==> src/hw/rtl/assert_macros.svh <==
// assertion macros included by the top-level rtl file
`ifndef ASSERT_MACROS_SVH
`define ASSERT_MACROS_SVH
`ifndef NO_ASSERTIONS
// condition must hold on every clock edge outside reset
`define DSD_ASSERT_ALWAYS(lbl, clk, rst_n, cond) \
    lbl: assert property (@(posedge clk) disable iff (!rst_n) (cond)) \
        else $error("assertion failed: always");
// antecedent at one edge implies consequent at the same edge
`define DSD_ASSERT_SAME(lbl, clk, rst_n, ante, cons) \
    lbl: assert property (@(posedge clk) disable iff (!rst_n) (ante) |-> (cons)) \
        else $error("assertion failed: same cycle");
// antecedent at one edge implies consequent at the next edge
`define DSD_ASSERT_NEXT(lbl, clk, rst_n, ante, cons) \
    lbl: assert property (@(posedge clk) disable iff (!rst_n) (ante) |=> (cons)) \
        else $error("assertion failed: next cycle");
`else
`define DSD_ASSERT_ALWAYS(lbl, clk, rst_n, cond)
`define DSD_ASSERT_SAME(lbl, clk, rst_n, ante, cons)
`define DSD_ASSERT_NEXT(lbl, clk, rst_n, ante, cons)
`endif
`endif

==> src/hw/rtl/dsd_pkg.sv <==
// types, constants and helpers for the disk seek distance block
package dsd_pkg;

    localparam int CYL_BITS  = 16;
    localparam int MAX_BATCH = 1024;
    localparam int SUM_BITS  = 26;
    localparam int DCYL_BITS = CYL_BITS + 1;
    localparam int SCAN_BITS = CYL_BITS + 3;

    localparam longint unsigned SUM_MAX  = (64'd1 << SUM_BITS) - 64'd1;
    localparam longint unsigned CEIL_RAW = 64'(MAX_BATCH) * ((64'd1 << CYL_BITS) - 64'd1);
    localparam logic [SUM_BITS-1:0] SAT_CEIL =
        SUM_BITS'((CEIL_RAW > SUM_MAX) ? SUM_MAX : CEIL_RAW);

    // configuration register indexes
    localparam int CFG_IDX_BITS = 2;
    localparam logic [CFG_IDX_BITS-1:0] CFG_POLICY_MODE    = 2'd0;
    localparam logic [CFG_IDX_BITS-1:0] CFG_START_CYLINDER = 2'd1;
    localparam logic [CFG_IDX_BITS-1:0] CFG_DISK_CYLINDERS = 2'd2;
    localparam logic [CFG_IDX_BITS-1:0] CFG_SWEEP_UP       = 2'd3;

    // policy codes
    localparam logic [1:0] POL_FCFS  = 2'd0;
    localparam logic [1:0] POL_SCAN  = 2'd1;
    localparam logic [1:0] POL_CSCAN = 2'd2;

    typedef struct packed {
        logic [CYL_BITS-1:0] cylinder;
        logic                last_request;
    } t_in;

    typedef struct packed {
        logic [SUM_BITS-1:0] total_movement;
        logic                saturated;
    } t_out;

    // batch summary handed from the tracker to the policy stage
    typedef struct packed {
        logic [CYL_BITS-1:0] head;
        logic [SUM_BITS-1:0] sum;
        logic [CYL_BITS-1:0] lowest;
        logic [CYL_BITS-1:0] highest;
        logic [CYL_BITS-1:0] near_below;
        logic [CYL_BITS-1:0] near_above;
        logic                seen_below;
        logic                seen_above;
    } t_snap;

    function automatic logic [CYL_BITS-1:0] cyl_dist(
        input logic [CYL_BITS-1:0] a,
        input logic [CYL_BITS-1:0] b
    );
        return (a > b) ? (a - b) : (b - a);
    endfunction

    // distance from the top cylinder, which may lie past the 16-bit range
    function automatic logic [DCYL_BITS-1:0] top_dist(
        input logic [DCYL_BITS-1:0] t,
        input logic [CYL_BITS-1:0]  c
    );
        logic [DCYL_BITS-1:0] cw;
        cw = DCYL_BITS'(c);
        return (t > cw) ? (t - cw) : (cw - t);
    endfunction

endpackage

==> src/hw/rtl/dsd_track.sv <==
// per-request batch tracking: fcfs sum, extremes and nearest requests
module dsd_track import dsd_pkg::*; (
    input  logic                i_clk,
    input  logic                i_rst_n,
    input  logic                i_step,
    input  t_in                 i_item,
    input  logic [CYL_BITS-1:0] i_start_cyl,
    output t_snap               o_snap
);

    logic                r_open;
    logic [CYL_BITS-1:0] r_pos;
    t_snap               r_st;

    logic [CYL_BITS-1:0] base_pos;
    t_snap               base;
    t_snap               n_st;
    logic [CYL_BITS-1:0] step_dist;
    logic [SUM_BITS:0]   sum_wide;
    logic [CYL_BITS-1:0] cyl;

    always_comb begin
        cyl = i_item.cylinder;
        // a new batch starts from cleared state and the current start cylinder
        if (r_open) begin
            base     = r_st;
            base_pos = r_pos;
        end else begin
            base.head       = i_start_cyl;
            base.sum        = '0;
            base.lowest     = '1;
            base.highest    = '0;
            base.near_below = '0;
            base.near_above = '1;
            base.seen_below = 1'b0;
            base.seen_above = 1'b0;
            base_pos        = i_start_cyl;
        end

        step_dist = cyl_dist(cyl, base_pos);
        sum_wide  = {1'b0, base.sum} + (SUM_BITS+1)'(step_dist);

        n_st     = base;
        n_st.sum = (sum_wide > {1'b0, SAT_CEIL}) ? SAT_CEIL : sum_wide[SUM_BITS-1:0];
        if (cyl < base.lowest) begin
            n_st.lowest = cyl;
        end
        if (cyl > base.highest) begin
            n_st.highest = cyl;
        end
        if (cyl < base.head) begin
            if (!base.seen_below || cyl > base.near_below) begin
                n_st.near_below = cyl;
            end
            n_st.seen_below = 1'b1;
        end else if (cyl > base.head) begin
            if (!base.seen_above || cyl < base.near_above) begin
                n_st.near_above = cyl;
            end
            n_st.seen_above = 1'b1;
        end
    end

    always_ff @(posedge i_clk) begin
        if (!i_rst_n) begin
            r_open <= 1'b0;
        end else if (i_step) begin
            r_open <= !i_item.last_request;
        end
    end

    always_ff @(posedge i_clk) begin
        if (i_step) begin
            r_st  <= n_st;
            r_pos <= cyl;
        end
    end

    assign o_snap = n_st;

endmodule

==> src/hw/rtl/dsd_policy.sv <==
// end-of-batch movement total for fcfs, scan and c-scan
module dsd_policy import dsd_pkg::*; (
    input  t_snap                i_snap,
    input  logic [1:0]           i_policy,
    input  logic [DCYL_BITS-1:0] i_disk_cyls,
    input  logic                 i_sweep_up,
    output t_out                 o_result
);

    logic [DCYL_BITS-1:0] top;
    logic [DCYL_BITS-1:0] d_top_head;
    logic [SCAN_BITS-1:0] leg_main;
    logic [SCAN_BITS-1:0] leg_back;
    logic [SUM_BITS-1:0]  total_raw;
    logic [SUM_BITS-1:0]  total;

    always_comb begin
        top        = (i_disk_cyls == '0) ? '0 : (i_disk_cyls - 1'b1);
        d_top_head = top_dist(top, i_snap.head);
        leg_main   = '0;
        leg_back   = '0;
        total_raw  = i_snap.sum;
        unique case (i_policy)
            POL_SCAN: begin
                if (i_sweep_up) begin
                    leg_main = SCAN_BITS'(d_top_head);
                    if (i_snap.seen_below) begin
                        leg_back = SCAN_BITS'(top_dist(top, i_snap.lowest));
                    end
                end else begin
                    leg_main = SCAN_BITS'(i_snap.head);
                    if (i_snap.seen_above) begin
                        leg_back = SCAN_BITS'(i_snap.highest);
                    end
                end
                total_raw = SUM_BITS'(leg_main + leg_back);
            end
            POL_CSCAN: begin
                if (i_sweep_up) begin
                    leg_main = SCAN_BITS'(d_top_head);
                    if (i_snap.seen_below) begin
                        leg_back = SCAN_BITS'(top) + SCAN_BITS'(i_snap.near_below);
                    end
                end else begin
                    leg_main = SCAN_BITS'(i_snap.head);
                    if (i_snap.seen_above) begin
                        leg_back = SCAN_BITS'(top)
                                 + SCAN_BITS'(top_dist(top, i_snap.near_above));
                    end
                end
                total_raw = SUM_BITS'(leg_main + leg_back);
            end
            default: begin
                total_raw = i_snap.sum;
            end
        endcase
        total = (total_raw > SAT_CEIL) ? SAT_CEIL : total_raw;
        o_result.total_movement = total;
        o_result.saturated      = (total == SAT_CEIL);
    end

endmodule

==> src/hw/rtl/disk_seek_distance.sv <==
// top level of the disk seek distance block
// usage:
//   requests enter on the input channel (i_in_valid / o_in_stall), one cylinder
//   per transaction; the transaction with last_request set closes the batch
//   the only result per batch leaves on the output channel (o_out_valid /
//   i_out_stall) carrying the total head movement and a saturation flag
//   configuration writes use i_cfg_valid / o_cfg_ready with a register index;
//   o_cfg_ready is always high and writes are registered
// timing:
//   one request per cycle unless a final request waits on a stalled output;
//   the path is input register, tracker update, batch summary register,
//   policy adder, output register
// flow control:
//   non-final requests never wait on the output side; a final request waits
//   in the input register only while the summary and output registers are
//   both full and the receiver stalls, which then stalls the input
// reset:
//   synchronous active-low reset empties all stages, closes any open batch
//   and restores the register defaults (fcfs, head 0, 65536 cylinders, up)
module disk_seek_distance import dsd_pkg::*; (
    input  logic                    i_clk,
    input  logic                    i_rst_n,
    // request channel
    input  logic                    i_in_valid,
    output logic                    o_in_stall,
    input  t_in                     i_in_data,
    // result channel
    output logic                    o_out_valid,
    input  logic                    i_out_stall,
    output t_out                    o_out_data,
    // configuration write channel
    input  logic                    i_cfg_valid,
    output logic                    o_cfg_ready,
    input  logic [CFG_IDX_BITS-1:0] i_cfg_index,
    input  logic [DCYL_BITS-1:0]    i_cfg_data
);

`include "assert_macros.svh"

    // configuration registers
    logic [1:0]           r_policy;
    logic [CYL_BITS-1:0]  r_start_cyl;
    logic [DCYL_BITS-1:0] r_disk_cyls;
    logic                 r_sweep_up;

    // pipeline registers
    logic  r_in_valid;
    t_in   r_in;
    logic  r_snap_valid;
    t_snap r_snap;
    logic  r_out_valid;
    t_out  r_out;

    logic  n_in_valid;
    logic  n_snap_valid;
    logic  n_out_valid;

    // handshake terms
    logic  out_free;
    logic  snap_move;
    logic  snap_free;
    logic  in_move;
    logic  in_free;
    logic  in_acc;

    t_snap track_snap;
    t_out  policy_res;

    assign o_cfg_ready = 1'b1;

    always_ff @(posedge i_clk) begin
        if (!i_rst_n) begin
            r_policy    <= POL_FCFS;
            r_start_cyl <= '0;
            r_disk_cyls <= DCYL_BITS'(1 << CYL_BITS);
            r_sweep_up  <= 1'b1;
        end else if (i_cfg_valid) begin
            unique case (i_cfg_index)
                CFG_POLICY_MODE:    r_policy    <= i_cfg_data[1:0];
                CFG_START_CYLINDER: r_start_cyl <= i_cfg_data[CYL_BITS-1:0];
                CFG_DISK_CYLINDERS: r_disk_cyls <= i_cfg_data;
                CFG_SWEEP_UP:       r_sweep_up  <= i_cfg_data[0];
                default:            r_policy    <= r_policy;
            endcase
        end
    end

    // stage readiness, back to front
    always_comb begin
        out_free  = !r_out_valid || !i_out_stall;
        snap_move = r_snap_valid && out_free;
        snap_free = !r_snap_valid || out_free;
        // only the final request needs room in the summary stage
        in_move   = r_in_valid && (!r_in.last_request || snap_free);
        in_free   = !r_in_valid || in_move;
        in_acc    = i_in_valid && in_free;

        n_in_valid   = in_acc || (r_in_valid && !in_move);
        n_snap_valid = (in_move && r_in.last_request) || (r_snap_valid && !snap_move);
        n_out_valid  = snap_move || (r_out_valid && i_out_stall);
    end

    assign o_in_stall = !in_free;

    always_ff @(posedge i_clk) begin
        if (!i_rst_n) begin
            r_in_valid   <= 1'b0;
            r_snap_valid <= 1'b0;
            r_out_valid  <= 1'b0;
        end else begin
            r_in_valid   <= n_in_valid;
            r_snap_valid <= n_snap_valid;
            r_out_valid  <= n_out_valid;
        end
    end

    // payload registers
    always_ff @(posedge i_clk) begin
        if (in_acc) begin
            r_in <= i_in_data;
        end
        if (in_move && r_in.last_request) begin
            r_snap <= track_snap;
        end
        if (snap_move) begin
            r_out <= policy_res;
        end
    end

    // running batch state, advanced once per request leaving the input register
    dsd_track u_track (
        .i_clk       (i_clk),
        .i_rst_n     (i_rst_n),
        .i_step      (in_move),
        .i_item      (r_in),
        .i_start_cyl (r_start_cyl),
        .o_snap      (track_snap)
    );

    // policy total from the closed batch summary
    dsd_policy u_policy (
        .i_snap      (r_snap),
        .i_policy    (r_policy),
        .i_disk_cyls (r_disk_cyls),
        .i_sweep_up  (r_sweep_up),
        .o_result    (policy_res)
    );

    assign o_out_valid = r_out_valid;
    assign o_out_data  = r_out;

    // a non-final request never holds up the input register
    `DSD_ASSERT_SAME(a_nonlast_flows, i_clk, i_rst_n, r_in_valid && !r_in.last_request, in_move)
    // a new result only appears after a batch summary was waiting
    `DSD_ASSERT_SAME(a_out_from_snap, i_clk, i_rst_n, $rose(o_out_valid), $past(r_snap_valid))
    // a blocked batch summary is kept for the next cycle
    `DSD_ASSERT_NEXT(a_snap_held, i_clk, i_rst_n, r_snap_valid && !out_free, r_snap_valid)

endmodule

==> config.mk <==
export PLATFORM = sky130hd
export DESIGN_NAME = disk_seek_distance
export DESIGN_NICKNAME = d
export VERILOG_FILES = /design/src/hw/rtl/dsd_pkg.sv /design/src/hw/rtl/dsd_track.sv /design/src/hw/rtl/dsd_policy.sv /design/src/hw/rtl/disk_seek_distance.sv
export VERILOG_INCLUDE_DIRS = /design/src /design/src/hw/rtl
export SDC_FILE = /design/constraint.sdc
export NUM_CORES = 1
export LEC_CHECK = 0
export ABC_CLOCK_PERIOD_IN_PS = 13800
export BUFFER_PORTS_ARGS = -buffer_cell sky130_fd_sc_hd__buf_2
export CAP_MARGIN = 10
export CORE_ASPECT_RATIO = 0.8
export CORE_MARGIN = 10
export CORE_UTILIZATION = 32
export DETAILED_ROUTE_END_ITERATION = 6
export GPL_TIMING_DRIVEN = 1
export PLACE_DENSITY = 0.49
export REMOVE_ABC_BUFFERS = 1
export SYNTH_ARGS = -nofsm -noshare
export SYNTH_HDL_FRONTEND = slang
export SYNTH_SLANG_ARGS = --single-unit
==> constraint.sdc <==
create_clock -name i_clk -period 13.8 [get_ports i_clk]
set_input_delay 0 -clock i_clk [delete_from_list [all_inputs] [get_ports i_clk]]
set_output_delay 0 -clock i_clk [all_outputs]
set_load 0.005 [all_outputs]
==> impl_metrics.tcl <==
set metrics [dict create \
    ys_types 94 \
    grt_pass1_wl_mm 134 \
    synth_top_area_cell "edfxtp_1" \
    h-tree-depth 2 \
    synth_flop_cell "edfxtp_1" \
    internal_power_mw 2.55 \
    outcome "finished clean" \
    critPathArrivalTime_ns 10.03 \
    wl_per_cell_um 24.4 \
    coreArea_um2 76900 \
    postRouteAntennaNets 0 \
    die-height_um 269 \
    p_sw_share_pct 42.6 \
    num_rows 91 \
    ir_worst_vdd_mv 0.0988 \
    pre_cts_ws_ns 4.21 \
    cts_sinks 316 \
    io_pins 71 \
    overflow 0 \
    synth_seq_area_share_pct 36.7 \
    clkPwrFrac_pct 22.9 \
    startpoint_type "flip-flop" \
    dr.pass1.iters 6 \
    grt_max_degree 70 \
    drt-total-wl_mm 92.1 \
    p_comb_share_pct 50.5 \
    first_iter_violations 1797 \
    slew_headroom_pct 22.9 \
    critical_path_class "flip-flop to flip-flop" \
    leakagePower_nw 11.8 \
    power_mw 4.44 \
    hold_ws_ns 0.135 \
    fmax_ghz 0.103 \
    io_buffers 69 \
    dp_hpwl_mm 72.5 \
    antenna_found_initial 2 \
    track_usage_pct 20.1 \
    power.density_nw_per_um2 159 \
    fin_crit_ns 9.74 \
    ys_async_sr_fraction_pct 0 \
    gp_congestion 0.969 \
    cts_tree "done" \
    synth-edff-count 276 \
    grt_pass1_vias 19999 \
    slowest_stage "or4_1" \
    synthTopCellsByArea "edfxtp_1 (33%), ha_1 (15%), a21oi_1 (4.9%), nand2_1 (4.1%), a21o_1 (3.5%)" \
    ys_warn_count 0 \
    cts_made_buffers 38 \
    area_growth_pct 12.5 \
    die_w_um 331 \
    power_switching_mw 1.89 \
    tightest_slew_ns 1.16 \
    drc 0 \
    vias 20738 \
    drive_gt1_share_pct 6.99 \
    path_clk_slew_ns 0.06 \
    postSynthCellCount 2643 \
    yosysTopAreaCellShare_pct 33.5 \
    hold_viol 0 \
    dieArea_um2 89000 \
    hp-class "input port to flip-flop" \
    start_util_pct 32.2 \
    clk_latency_ns 0.58 \
    post-place-cells 3654 \
    instances_no_fill 3772 \
    finClkSkew_ns 0.0240 \
    via_per_inst 5.50 \
    setup_viol 0 \
    yosysMostFrequentCell "ha_1" \
    rsz0062_at_grt "no" \
    max-cap-violations 0 \
    end_kind "flip-flop" \
    synth_seq_cells 316 \
    synth_common_cells "ha_1 (290), edfxtp_1 (276), nand2_1 (271)" \
    power_frac_seq_pct 26.5 \
    timing.final.ws_setup_ns 4.06 \
    cts_buffer_depth 3 \
    worstPathMaxFanout 15 \
    root_buffer "clkbuf_16" \
    nNetsFinal 3063 \
    synth_area_um2 24800 \
    slowest_delay_ns 0.88 \
    drv_slew 0 \
    tns_ns 0 \
    fin_crit_sh_pct 70.5 \
    cp.required_ns 14.09 \
    syn_area_per_cell_um2 9.37 \
]
area by class of cell:
type / count / area [um2]
flip-flops and latches: 316 / 9090
fillers: 7810 / 49000
multi-input cells: 2058 / 14700
well taps: 1023 / 1280
clock buffers: 47 / 985
inverters: 167 / 629
repair buffers: 138 / 983
clock inverters: 21 / 239
diodes: 2 / 5.00
per-stage QoR:
| step | util, % | cell area, um2 |
|---|---|---|
| finish | 36.3 | 27900 |
| global route | 36.3 | 27900 |
| CTS | 36.3 | 27900 |
| detailed placement | 34.0 | 26200 |
| global placement | 34.0 | 26200 |
| floorplan | - | 24300 |
cells in the final DEF, fill, tap and decap left out, types with 48 or more instances in the layout:
cell	instances
a21o_1	116
a21oi_1	244
buf_2	69
dlygate4sd3_1	48
edfxtp_1	276
ha_1	290
inv_1	164
mux2i_1	71
nand2_1	271
nand3_1	50
nor2_1	151
nor3_1	49
o21ai_0	128
xnor2_1	74
xor2_1	59
worst paths after layout:
check                               startpoint        endpoint  slack, ns  cells past startpoint
worst max register to register  r_disk_cyls[2]   o_out_data[3]       4.06                     30
worst min register to register  r_start_cyl[9]  r_start_cyl[9]       0.47                      2
worst max-delay path            r_disk_cyls[2]   o_out_data[3]       4.06                     30
worst min-delay path              i_in_data[6]         r_in[6]       0.14                      2
cell families (layout without fill, tap and decap cells):
family                   Yosys count  in the layout  share of synthesized area, %
flip-flops                       316            316                          36.7
other                              1              3                        0.0151
buffers and inverters            269            373                          4.25
AO/OA/AOI/OAI                    793            793                          20.8
XOR/XNOR                         133            133                          4.70
AND/OR/NAND/NOR                  749            749                          14.6
multiplexers                      79             79                          3.24
adder cells (fa/ha/maj)          303            303                          15.7
power by group through the flow:
stage	Sequential, mW	Combinational, mW	Clock, mW
4_1_cts	1.18	2.21	1.04
5_1_grt	1.18	2.45	1.08
3_3_place_gp	1.20	2.18	0
6_report	1.18	2.24	1.02
3_5_place_dp	1.20	2.19	0
2_1_floorplan	1.17	1.57	0
registers in the layout (all words and copies together), names as in the netlist:
name	flops
r_start_cyl	16
r_snap	108
r_in	17
r_sweep_up	1
o_out_data	27
u_track.r_pos	16
u_track.r_open	1
r_disk_cyls	17
r_snap_valid	1
r_in_valid	1
u_track.r_st	108
o_out_valid	1
r_policy	2
layer usage:
layer / GRT usage [%] / part of all wire [%] / up-vias
met5: 0 / 0.013 / -
met4: 6.22 / 3.1 / 2
met3: 4.62 / 7.8 / 125
met2: 28.0 / 40 / 708
met1: 30.1 / 49 / 10054
li1: - / - / 9849
worst max-delay path, delay by kind of cell (launching register included):
family          cells  cell delay, ns
buf+inv             1            0.17
simple gates        8            2.96
mux                 1            0.43
compound gates     16            3.87
xor+xnor            1            0.22
flops               1            0.36
fa+ha+maj           3            1.39
repair_timing:
item                                   CTS  global route
setup buffers                            0             0
endpoints found under the hold margin   59             0
hold buffers                            48             0
gates resized for setup                  0             0
No activity file was read; power rests on OpenSTA's default activity.
